[src/hw/rtl/hpq_pkg.sv]
// Shared types and codes for the max-heap priority queue.
// Used by the key store, the sequencer, the top level and the port checker; depends on nothing.
`default_nettype none

package hpq_pkg;

    localparam int KEY_W = 32;
    localparam int OCC_W = 6;

    typedef logic signed [KEY_W-1:0] key_t;

    // Operation codes carried with each input item.
    localparam logic [1:0] KIND_INSERT = 2'd0;
    localparam logic [1:0] KIND_REMOVE = 2'd1;
    localparam logic [1:0] KIND_APPEND = 2'd2;
    localparam logic [1:0] KIND_BUILD  = 2'd3;

    // Status codes returned with each result item.
    localparam logic [1:0] STAT_OK    = 2'd0;
    localparam logic [1:0] STAT_EMPTY = 2'd1;
    localparam logic [1:0] STAT_FULL  = 2'd2;

    typedef struct packed {
        key_t             removed_key;
        logic [1:0]       status;
        logic [OCC_W-1:0] occupancy;
    } res_t;

endpackage

`default_nettype wire

[src/hw/rtl/hpq_mem.sv]
// Key store of the heap: one write port and one read port, read data registered.
// Uses the key type from hpq_pkg.
`default_nettype none

module hpq_mem #(
    parameter int DEPTH = 32,
    parameter int AW    = 5
) (
    input  wire logic          aclk,
    input  wire logic          rd_en,
    input  wire logic [AW-1:0] rd_addr,
    output hpq_pkg::key_t      rd_data,
    input  wire logic          wr_en,
    input  wire logic [AW-1:0] wr_addr,
    input  wire hpq_pkg::key_t wr_data
);
    import hpq_pkg::*;

    key_t mem [DEPTH];
    key_t rd_data_reg;

    always_ff @(posedge aclk) begin
        if (wr_en) begin
            mem[wr_addr] <= wr_data;
        end
        if (rd_en) begin
            rd_data_reg <= mem[rd_addr];
        end
    end

    assign rd_data = rd_data_reg;

endmodule

`default_nettype wire

[src/hw/rtl/hpq_seq.sv]
// Operation sequencer: walks the heap through the key store one level at a time.
// Uses hpq_pkg; drives the ports of hpq_mem.
`default_nettype none

module hpq_seq #(
    parameter int CAPACITY = 32,
    parameter int AW       = 5
) (
    input  wire logic          aclk,
    input  wire logic          aresetn,
    input  wire logic          in_valid,
    output logic               in_ready,
    input  wire logic [1:0]    in_kind,
    input  wire hpq_pkg::key_t in_key,
    output logic               res_valid,
    input  wire logic          res_ready,
    output hpq_pkg::res_t      res,
    output logic               rd_en,
    output logic [AW-1:0]      rd_addr,
    input  wire hpq_pkg::key_t rd_data,
    output logic               wr_en,
    output logic [AW-1:0]      wr_addr,
    output hpq_pkg::key_t      wr_data
);
    import hpq_pkg::*;

    localparam int PW = $clog2(CAPACITY + 1);

    typedef enum logic [11:0] {
        ST_IDLE    = 12'b000000000001,
        ST_INS_RD  = 12'b000000000010,
        ST_INS_CMP = 12'b000000000100,
        ST_RM_LAST = 12'b000000001000,
        ST_RM_ROOT = 12'b000000010000,
        ST_RM_TAKE = 12'b000000100000,
        ST_BLD_RD  = 12'b000001000000,
        ST_BLD_LD  = 12'b000010000000,
        ST_SD_RDL  = 12'b000100000000,
        ST_SD_RDR  = 12'b001000000000,
        ST_SD_CMP  = 12'b010000000000,
        ST_RESP    = 12'b100000000000
    } state_t;

    state_t        state_reg, state_next;
    logic [PW-1:0] cnt_reg, cnt_next;
    logic [PW-1:0] hole_reg, hole_next;
    logic [PW:0]   child_reg, child_next;
    logic [PW-1:0] bld_reg, bld_next;
    logic          bld_mode_reg, bld_mode_next;
    logic          right_reg, right_next;
    key_t          val_reg, val_next;
    key_t          left_reg, left_next;
    key_t          rem_reg, rem_next;
    logic [1:0]    status_reg, status_next;

    logic [PW-1:0] rd_pos, wr_pos;
    logic [PW-1:0] cnt_inc, cnt_dec, cpos;
    logic          pick_right;
    key_t          chosen;
    state_t        sd_done_state;

    assign cnt_inc    = cnt_reg + PW'(1);
    assign cnt_dec    = cnt_reg - PW'(1);
    // Of two equal children the left one wins.
    assign pick_right = right_reg && (left_reg < rd_data);
    assign chosen     = pick_right ? rd_data : left_reg;
    assign cpos       = child_reg[PW-1:0] + PW'(pick_right);
    // A finished sift either moves on to the next build index or ends the item.
    assign sd_done_state = (bld_mode_reg && bld_reg > PW'(1)) ? ST_BLD_RD : ST_RESP;

    always_comb begin
        state_next    = state_reg;
        cnt_next      = cnt_reg;
        hole_next     = hole_reg;
        child_next    = child_reg;
        bld_next      = bld_reg;
        bld_mode_next = bld_mode_reg;
        right_next    = right_reg;
        val_next      = val_reg;
        left_next     = left_reg;
        rem_next      = rem_reg;
        status_next   = status_reg;
        rd_en         = 1'b0;
        rd_pos        = hole_reg;
        wr_en         = 1'b0;
        wr_pos        = hole_reg;
        wr_data       = val_reg;

        case (state_reg)
            ST_IDLE: begin
                if (in_valid) begin
                    rem_next    = '0;
                    status_next = STAT_OK;
                    val_next    = in_key;
                    state_next  = ST_RESP;
                    case (in_kind)
                        KIND_INSERT, KIND_APPEND: begin
                            if (cnt_reg == PW'(CAPACITY)) begin
                                status_next = STAT_FULL;
                            end else begin
                                cnt_next  = cnt_inc;
                                hole_next = cnt_inc;
                                if (in_kind == KIND_APPEND) begin
                                    wr_en   = 1'b1;
                                    wr_pos  = cnt_inc;
                                    wr_data = in_key;
                                end else begin
                                    state_next = ST_INS_RD;
                                end
                            end
                        end
                        KIND_REMOVE: begin
                            if (cnt_reg == '0) begin
                                status_next = STAT_EMPTY;
                            end else begin
                                state_next = ST_RM_LAST;
                            end
                        end
                        default: begin
                            if (cnt_reg >= PW'(2)) begin
                                bld_next      = cnt_reg >> 1;
                                bld_mode_next = 1'b1;
                                state_next    = ST_BLD_RD;
                            end
                        end
                    endcase
                end
            end
            ST_INS_RD: begin
                if (hole_reg == PW'(1)) begin
                    wr_en      = 1'b1;
                    state_next = ST_RESP;
                end else begin
                    rd_en      = 1'b1;
                    rd_pos     = hole_reg >> 1;
                    state_next = ST_INS_CMP;
                end
            end
            ST_INS_CMP: begin
                wr_en = 1'b1;
                if (rd_data < val_reg) begin
                    wr_data    = rd_data;
                    hole_next  = hole_reg >> 1;
                    state_next = ST_INS_RD;
                end else begin
                    state_next = ST_RESP;
                end
            end
            ST_RM_LAST: begin
                rd_en      = 1'b1;
                rd_pos     = cnt_reg;
                state_next = ST_RM_ROOT;
            end
            ST_RM_ROOT: begin
                val_next   = rd_data;
                rd_en      = 1'b1;
                rd_pos     = PW'(1);
                state_next = ST_RM_TAKE;
            end
            ST_RM_TAKE: begin
                rem_next      = rd_data;
                cnt_next      = cnt_dec;
                hole_next     = PW'(1);
                child_next    = (PW+1)'(2);
                bld_mode_next = 1'b0;
                state_next    = (cnt_dec == '0) ? ST_RESP : ST_SD_RDL;
            end
            ST_BLD_RD: begin
                rd_en      = 1'b1;
                rd_pos     = bld_reg;
                state_next = ST_BLD_LD;
            end
            ST_BLD_LD: begin
                val_next   = rd_data;
                hole_next  = bld_reg;
                child_next = {bld_reg, 1'b0};
                state_next = ST_SD_RDL;
            end
            ST_SD_RDL: begin
                if (child_reg > {1'b0, cnt_reg}) begin
                    wr_en      = 1'b1;
                    bld_next   = bld_reg - PW'(1);
                    state_next = sd_done_state;
                end else begin
                    rd_en      = 1'b1;
                    rd_pos     = child_reg[PW-1:0];
                    state_next = ST_SD_RDR;
                end
            end
            ST_SD_RDR: begin
                left_next  = rd_data;
                right_next = child_reg < {1'b0, cnt_reg};
                rd_en      = child_reg < {1'b0, cnt_reg};
                rd_pos     = child_reg[PW-1:0] + PW'(1);
                state_next = ST_SD_CMP;
            end
            ST_SD_CMP: begin
                wr_en = 1'b1;
                if (val_reg < chosen) begin
                    wr_data    = chosen;
                    hole_next  = cpos;
                    child_next = {cpos, 1'b0};
                    state_next = ST_SD_RDL;
                end else begin
                    bld_next   = bld_reg - PW'(1);
                    state_next = sd_done_state;
                end
            end
            ST_RESP: begin
                if (res_ready) begin
                    state_next = ST_IDLE;
                end
            end
            default: begin
                state_next = ST_IDLE;
            end
        endcase
    end

    always_ff @(posedge aclk) begin
        if (!aresetn) begin
            state_reg <= ST_IDLE;
            cnt_reg   <= '0;
        end else begin
            state_reg <= state_next;
            cnt_reg   <= cnt_next;
        end
    end

    always_ff @(posedge aclk) begin
        hole_reg     <= hole_next;
        child_reg    <= child_next;
        bld_reg      <= bld_next;
        bld_mode_reg <= bld_mode_next;
        right_reg    <= right_next;
        val_reg      <= val_next;
        left_reg     <= left_next;
        rem_reg      <= rem_next;
        status_reg   <= status_next;
    end

    // No state both reads and writes the key store, so a read never
    // meets a write to the same entry in one cycle.
    assign rd_addr = AW'(rd_pos - PW'(1));
    assign wr_addr = AW'(wr_pos - PW'(1));

    assign in_ready        = (state_reg == ST_IDLE);
    assign res_valid       = (state_reg == ST_RESP);
    assign res.removed_key = rem_reg;
    assign res.status      = status_reg;
    assign res.occupancy   = OCC_W'(cnt_reg);

endmodule

`default_nettype wire

[src/hw/rtl/max_heap_priority_queue.sv]
// Max-heap priority queue: key store, operation sequencer and result register.
// Instantiates hpq_mem and hpq_seq; uses hpq_pkg.
//
// Usage: each item on the s_ channel carries an operation in s_tuser (insert,
// remove maximum, append without ordering, build heap) and a signed key in
// s_tdata. Every item yields exactly one result item on the m_ channel with the
// removed key, a status code and the number of keys held afterwards.
// The heap lives in a memory with registered read data and one item is in
// work at a time. An insert moves its key up one level at a time; a remove
// moves the last key to the root and sifts it down level by level; a build
// sifts down every parent position, from the last one back to the root.
// The result sits in an output register; a new item is taken as soon as the
// sequencer is idle, even while that register still waits on m_tready, and a
// finished result then waits in the sequencer until the register frees.
// Reset empties the heap at once; the store contents are not cleared because
// only positions already written are ever read.
`default_nettype none

module max_heap_priority_queue #(
    parameter int CAPACITY = 32
) (
    input  wire logic        aclk,
    input  wire logic        aresetn,
    input  wire logic        s_tvalid,
    output logic             s_tready,
    input  wire logic [31:0] s_tdata,   // [31:0] key
    input  wire logic [1:0]  s_tuser,   // [1:0] kind
    output logic             m_tvalid,
    input  wire logic        m_tready,
    output logic [39:0]      m_tdata,   // [31:0] removed_key, [37:32] occupancy, [39:38] zero
    output logic [1:0]       m_tuser    // [1:0] status
);
    import hpq_pkg::*;

    localparam int AW = $clog2(CAPACITY);

    logic          res_valid, res_ready;
    res_t          res;
    logic          rd_en, wr_en;
    logic [AW-1:0] rd_addr, wr_addr;
    key_t          rd_data, wr_data;

    logic          m_valid_reg;
    res_t          out_reg;

    hpq_mem #(
        .DEPTH (CAPACITY),
        .AW    (AW)
    ) u_mem (
        .aclk    (aclk),
        .rd_en   (rd_en),
        .rd_addr (rd_addr),
        .rd_data (rd_data),
        .wr_en   (wr_en),
        .wr_addr (wr_addr),
        .wr_data (wr_data)
    );

    hpq_seq #(
        .CAPACITY (CAPACITY),
        .AW       (AW)
    ) u_seq (
        .aclk      (aclk),
        .aresetn   (aresetn),
        .in_valid  (s_tvalid),
        .in_ready  (s_tready),
        .in_kind   (s_tuser),
        .in_key    (key_t'(s_tdata)),
        .res_valid (res_valid),
        .res_ready (res_ready),
        .res       (res),
        .rd_en     (rd_en),
        .rd_addr   (rd_addr),
        .rd_data   (rd_data),
        .wr_en     (wr_en),
        .wr_addr   (wr_addr),
        .wr_data   (wr_data)
    );

    assign res_ready = !m_valid_reg || m_tready;

    always_ff @(posedge aclk) begin
        if (!aresetn) begin
            m_valid_reg <= 1'b0;
        end else if (res_ready) begin
            m_valid_reg <= res_valid;
        end
    end

    always_ff @(posedge aclk) begin
        if (res_valid && res_ready) begin
            out_reg <= res;
        end
    end

    assign m_tvalid = m_valid_reg;
    assign m_tdata  = {2'b00, out_reg.occupancy, out_reg.removed_key};
    assign m_tuser  = out_reg.status;

endmodule

`default_nettype wire

[config.mk]
export PLATFORM = sky130hd
export DESIGN_NAME = max_heap_priority_queue
export DESIGN_NICKNAME = d
export VERILOG_FILES = /design/src/hw/rtl/hpq_pkg.sv /design/src/hw/rtl/hpq_mem.sv /design/src/hw/rtl/hpq_seq.sv /design/src/hw/rtl/max_heap_priority_queue.sv
export SDC_FILE = /design/constraint.sdc
export NUM_CORES = 2
export LEC_CHECK = 0
export BUFFER_PORTS_ARGS = -buffer_cell sky130_fd_sc_hd__buf_4
export CORE_ASPECT_RATIO = 1.25
export CORE_UTILIZATION = 55
export DETAILED_ROUTE_END_ITERATION = 12
export PLACE_DENSITY = 0.83
export SYNTH_ARGS = -nofsm -noshare
export SYNTH_HDL_FRONTEND = slang
export SYNTH_SLANG_ARGS = --single-unit
[constraint.sdc]
create_clock -name aclk -period 11.98 [get_ports aclk]
set_clock_uncertainty 0.1 [all_clocks]
set_input_delay 2.396 -clock aclk [delete_from_list [all_inputs] [get_ports aclk]]
set_output_delay 2.396 -clock aclk [all_outputs]
set_load 0.02 [all_outputs]
# ---- Yosys cells after proc, flatten, opt, wreduce, memory -nomap -nowiden
# Memories as Yosys holds them, arrays and structs flattened. A register that Yosys moved wholly into a read port is not among the register bits.
# Cells that the tools add are included.
dict set report op_classes {
  mux 68
  eq_ne 26
  n_reduce_logical 27
  addsub 7
  n_lt_le_gt_ge 7
}
# operator n
set op_table {}
lappend op_table {{$mux W32} 9}
lappend op_table {{$mux W12} 12}
lappend op_table {{$pmux W12 S12} 1}
lappend op_table {{$pmux W32 S2} 2}
lappend op_table {{$lt A32 B32 Y1} 3}
lappend op_table {{$pmux W32 S3} 1}
lappend op_table {{$mux W6} 10}
lappend op_table {{$mux W5} 7}
lappend op_table {{$pmux W5 S6} 1}
lappend op_table {{$pmux W6 S5} 1}
lappend op_table {{$pmux W12 S2} 1}
lappend op_table {{$pmux W7 S3} 1}
lappend op_table {{$pmux W6 S3} 1}
lappend op_table {{$mux W1} 14}
lappend op_table {{$eq A12 B1 Y1 const B} 1}
lappend op_table {{$eq A12 B10 Y1 const B} 1}
lappend op_table {{$eq A12 B11 Y1 const B} 1}
lappend op_table {{$eq A12 B12 Y1 const B} 1}
lappend op_table {{$eq A12 B2 Y1 const B} 1}
lappend op_table {{$eq A12 B3 Y1 const B} 1}
lappend op_table {{$eq A12 B4 Y1 const B} 1}
lappend op_table {{$eq A12 B5 Y1 const B} 1}
lappend op_table {{$eq A12 B6 Y1 const B} 1}
lappend op_table {{$eq A12 B7 Y1 const B} 1}
lappend op_table {{36 further kinds} 61}
dict set report word_totals {
  ram_bits 1024
  input_bits 38
  elab_cells 151
  out_inout_bits 44
  n_memories 1
  regBits 178
}
# name depth word_bits read_ports rd_clocked_by_memory_dff wr line_no
set mem_list {}
lappend mem_list {u_mem.mem 32 32 1 1 1 hpq_mem.sv:19} ;# key_t mem [DEPTH];

# ---- Logic depth before layout (Yosys ltp)
dict set report depth {
  word_depth 8
  mapped_depth 24
  depth_no_buf 20
}

# ---- Modules after synthesis
# A second synthesis with hierarchy kept.
dict set report unflattened {
  cells_unflattened 3322
  area_unflattened_um2 52252.6
}
# module cells_per_inst seq_area_each_um2 instances area_per_inst_um2
set modules_own_cells {}
lappend modules_own_cells {hpq_mem 2260 31710.4 1 40812.9}
lappend modules_own_cells {hpq_seq 1014 3903.7 1 10162.2}
lappend modules_own_cells {max_heap_priority_queue 48 1221.2 1 1277.5}

# ---- Least setup slack after synthesis
# OpenSTA, ideal clock, no wires.
dict set report synth_timing {
  path_type {input-to-reg}
  from {input s_tuser[0]}
  to {memory u_mem.mem[24][0] in the netlist's numbering (enable)}
  t_required_ps 11419
  setup_slack_ps 5002
  setup_time_ps 461
  n_path_buf 0
  path_stages 7
  arrival_time_ps 6417
  path_cell_list {a31oi_1 > nand4_1 > o31ai_1 > nand3_1 > nand2_1 > nand2_1 > nor3_1}
}
dict set report synth_via {
  elab_chain_len 8
}
# element line_no
set synth_lines {}
lappend synth_lines {{start: declaration} max_heap_priority_queue.sv:27} ;# input wire logic [1:0] s_tuser,
lappend synth_lines {{parallel branches: the longest is 8 deep, another holds $sub A5 B1 Y5} -}
lappend synth_lines {{end: declaration} hpq_mem.sv:19}
# Several ways; the timed one is not identified.

# ---- Final worst setup path
dict set report layout_timing {
  from {register u_mem.rd_data_reg[1] (netlist: u_mem.rd_data[1]), read port of u_mem.mem}
  to {memory u_mem.mem[15][6] in the netlist's numbering (data pin)}
}
dict set report layout_via {
  elab_chain_len 6
}
# element line_no
set layout_lines {}
lappend layout_lines {{start: declaration} hpq_mem.sv:20} ;# key_t rd_data_reg;
lappend layout_lines {{$lt A32 B32 Y1} hpq_seq.sv:65} ;# assign pick_right = right_reg && (left_reg < rd_data);
lappend layout_lines {{$logic_and A1 B1 Y1} hpq_seq.sv:65}
lappend layout_lines {{$mux W32} hpq_seq.sv:66} ;# assign chosen = pick_right ? rd_data : left_reg;
lappend layout_lines {{$lt A32 B32 Y1} hpq_seq.sv:199} ;# if (val_reg < chosen) begin
lappend layout_lines {{$mux W32} hpq_seq.sv:199}
lappend layout_lines {{$pmux W32 S3 (*)} hpq_seq.sv:89} ;# case (state_reg)
lappend layout_lines {{via u_mem.wr_data[6]} hpq_mem.sv:15} ;# input wire hpq_pkg::key_t wr_data
# The timed path passes the listed nets; every way through them passes the cells marked *.

==> flow_summary.yaml <==
die:
  die_y_um: 345
  start_util: 0.555
  num_io_pins: 82
  die-area_um2: 95100
  die_w_um: 276
  fp.coreArea_um2: 93100
  row_count: 125
timing:
  rsz0062_at_grt: "no"
  hold_viol_final: 0
  maxSlewHeadroom: 0.117
  fin_tns_setup_ps: 0
  setup_slack_ps: 4200
  slew_violations: 0
  fin_crit_sh: 0.649
  max_clock_freq_ghz: 0.129
  setup_viol: 0
  period_needed_ps: 7780
  tightest_slew_ps: 1320
synth:
  ys_top_cells_by_area: "edfxtp_1, mux4_2, ha_1"
  synthTopCellsByCount: "edfxtp_1, mux4_2, ha_1, mux2i_1, nor2_1"
  yosysTopAreaCellShare: 0.706
  synth_cell_types: 84
  ys.flop_type: "edfxtp_1"
  synth-async-reset-ratio: 0
  ys_seq_elements: 1233
  yosys_warnings: 0
  synth_seq_area_share: 0.713
  synth_edf_count: 1214
  synth_most_common_cell: "edfxtp_1"
  syn-mean-instance-area_um2: 19.4
  yosysTopAreaCell: "edfxtp_1"
  synthCells: 2669
  syn_area_um2: 51700
critical_path:
  max_stage_delay_ps: 760
  end_kind: "flop"
  r2r-start: "u_mem.rd_data[1]"
  path_common_cell: "a21o_1"
  ff2ff_path_depth: 21
  arrival_ps: 7940
  crit_family: "compound AO/OA/AOI/OAI gates"
  startpoint: "u_mem.rd_data[1]"
  critPathRequiredTime_ps: 12140
  path_cells: "inv_1, ha_1, a2111oi_0, o311ai_0, a2111o_1, a311oi_1, a21o_2, buf_4, mux2i_1, ha_1, a21o_1, a21o_1, a21o_1, a221oi_1, o21ai_0, nor2_1, nand2_1, o21a_1, or3b_2, buf_4, a211o_1"
  crit_fanout: 32
  rr_endpoint: "u_mem.mem[15][6]"
  endpoint: "u_mem.mem[15][6]"
  path_depth: 21
  crit_type: "flop to flop"
  start_kind: "flop"
  critPathBufInv: 3
  worst_path_max_delay_cell: "a211o_1"
  reg2reg_slack_ps: 4200
routing:
  dr.pass1.iters: 7
  routedWlPerCell_um: 34.2
  viasPerCell: 6.96
  routed_wl_mm: 140
  drc: 0
  drtAntennaViolNets: 0
  drt_first_iter_violations: 4342
  vias: 28500
clocking:
  cts_resized: 0
  cts_root_buf: "clkbuf_16"
  cts.sinks: 1233
  cts.clk_slew.worst_paths_ps: 70
  post_cts_buffers: 0
  tritoncts: "built"
  clockBufferDepth: 3
  insertion_delay_ps: 700
  hold_buffers: 0
  cts_htree_levels: 3
  cts_buffers: 105
place:
  dpl_cell_area_um2: 53800
  numPortBuffers: 79
  preCtsSetupSlack_ps: 4390
  place_congestion: 0.985
  dpl.hpwl_mm: 74.7
grt:
  grtUsageMet2: 0.487
  grt_start_max_net_pins: 141
  antenna_found_initial: 6
  grt_busiest_layer: "met2"
  use_met3: 0.0604
  grt-ovfl-total: 0
  grtUsageTotal: 0.294
  grt_pass1_wl_mm: 199
  use_met1: 0.374
  grt_pass1_vias: 28500
hold_path:
  worst_hold_path.num_cells: 0
  min_path_type: "flop to flop"
  worstHoldStart: "u_seq.rem_reg[14]"
power_and_ir_drop:
  vdd_drop_max_mv: 0.135
  finalPower_mw: 10.2
  cellPowerDensity_nw_per_um2: 178
  leakage_nw: 19.2
finish:
  antenna_cells: 0
  fin_util: 0.615
  top_register: "u_mem.mem"
  largest_reg_flops: 1024
  synthToLayoutAreaGrowth_pct: 10.8
  fin_nets: 2936
  fin_area_um2: 57200
  drive_gt1_frac: 0.262
run:
  maxCapViolCount: 0
status:
  status: "completed"
## worst min path at each step
stage	to
after global routing	m_tdata[11]
after CTS	m_tdata[7]
after global placement	m_tdata[17]
after floorplan	m_tdata[0]
final	m_tdata[14]
after detailed placement	m_tdata[17]
## metrics by stage
step / hold slack [ps] / std cells
floorplan: 300 / 2670
global placement: 302 / 3892
detailed placement: 305 / 3892
CTS: 319 / 4089
global route: 325 / 4089
finish: 318 / 4089
## cells in the final DEF (no fill, tap or decap), types with 22 or more instances in the layout
master | netlist | routed
mux2i_1 | 98 | 98
a21oi_1 | 45 | 44
nand2_1 | 70 | 68
a211o_1 | 33 | 33
o22ai_2 | 28 | 28
inv_1 | 82 | 82
mux2_2 | 47 | 47
clkbuf_16 | 0 | 109
mux4_2 | 256 | 256
a21o_1 | 29 | 28
and2_1 | 39 | 38
buf_4 | 12 | 135
nor2_1 | 96 | 79
nor3_1 | 37 | 22
a221oi_2 | 29 | 29
edfxtp_1 | 1214 | 1214
clkinv_2 | 0 | 22
o21ai_0 | 55 | 55
mux2_4 | 30 | 30
ha_1 | 105 | 104
## cell families after synthesis
kind of cell,after synthesis,share of synthesized area
adders and majority gates,105,0.0254
xor gates and xnor gates,23,0.00390
other,1,0.0000726
buffers and inverters,207,0.0207
and+or+nand+nor,351,0.0350
DFF,1233,0.713
muxes,450,0.154
AOI/OAI and AO/OA,299,0.0480
## where the power goes
group	leakage [nW]	switching, mW	internal, mW
sequential	11.2	0.0625	5.21
combinational	6.32	0.962	0.485
clock	1.67	1.58	1.87
## routing by layer
metal / vias up / wire, um
met5: - / 35
met4: 6 / 6600
met3: 399 / 17700
met2: 2418 / 67900
met1: 14400 / 47500
li1: 11200 / -
## layout make-up
type / instances / area (um2)
flip-flops and latches: 1233 / 36800
clock inverters: 72 / 666
clock buffers: 125 / 2790
inverters: 85 / 327
well taps: 1206 / 1510
fillers: 6023 / 35800
multi-input cells: 1230 / 14000
repair buffers: 138 / 1070
Note: power is estimated with default switching activity, not from simulation.
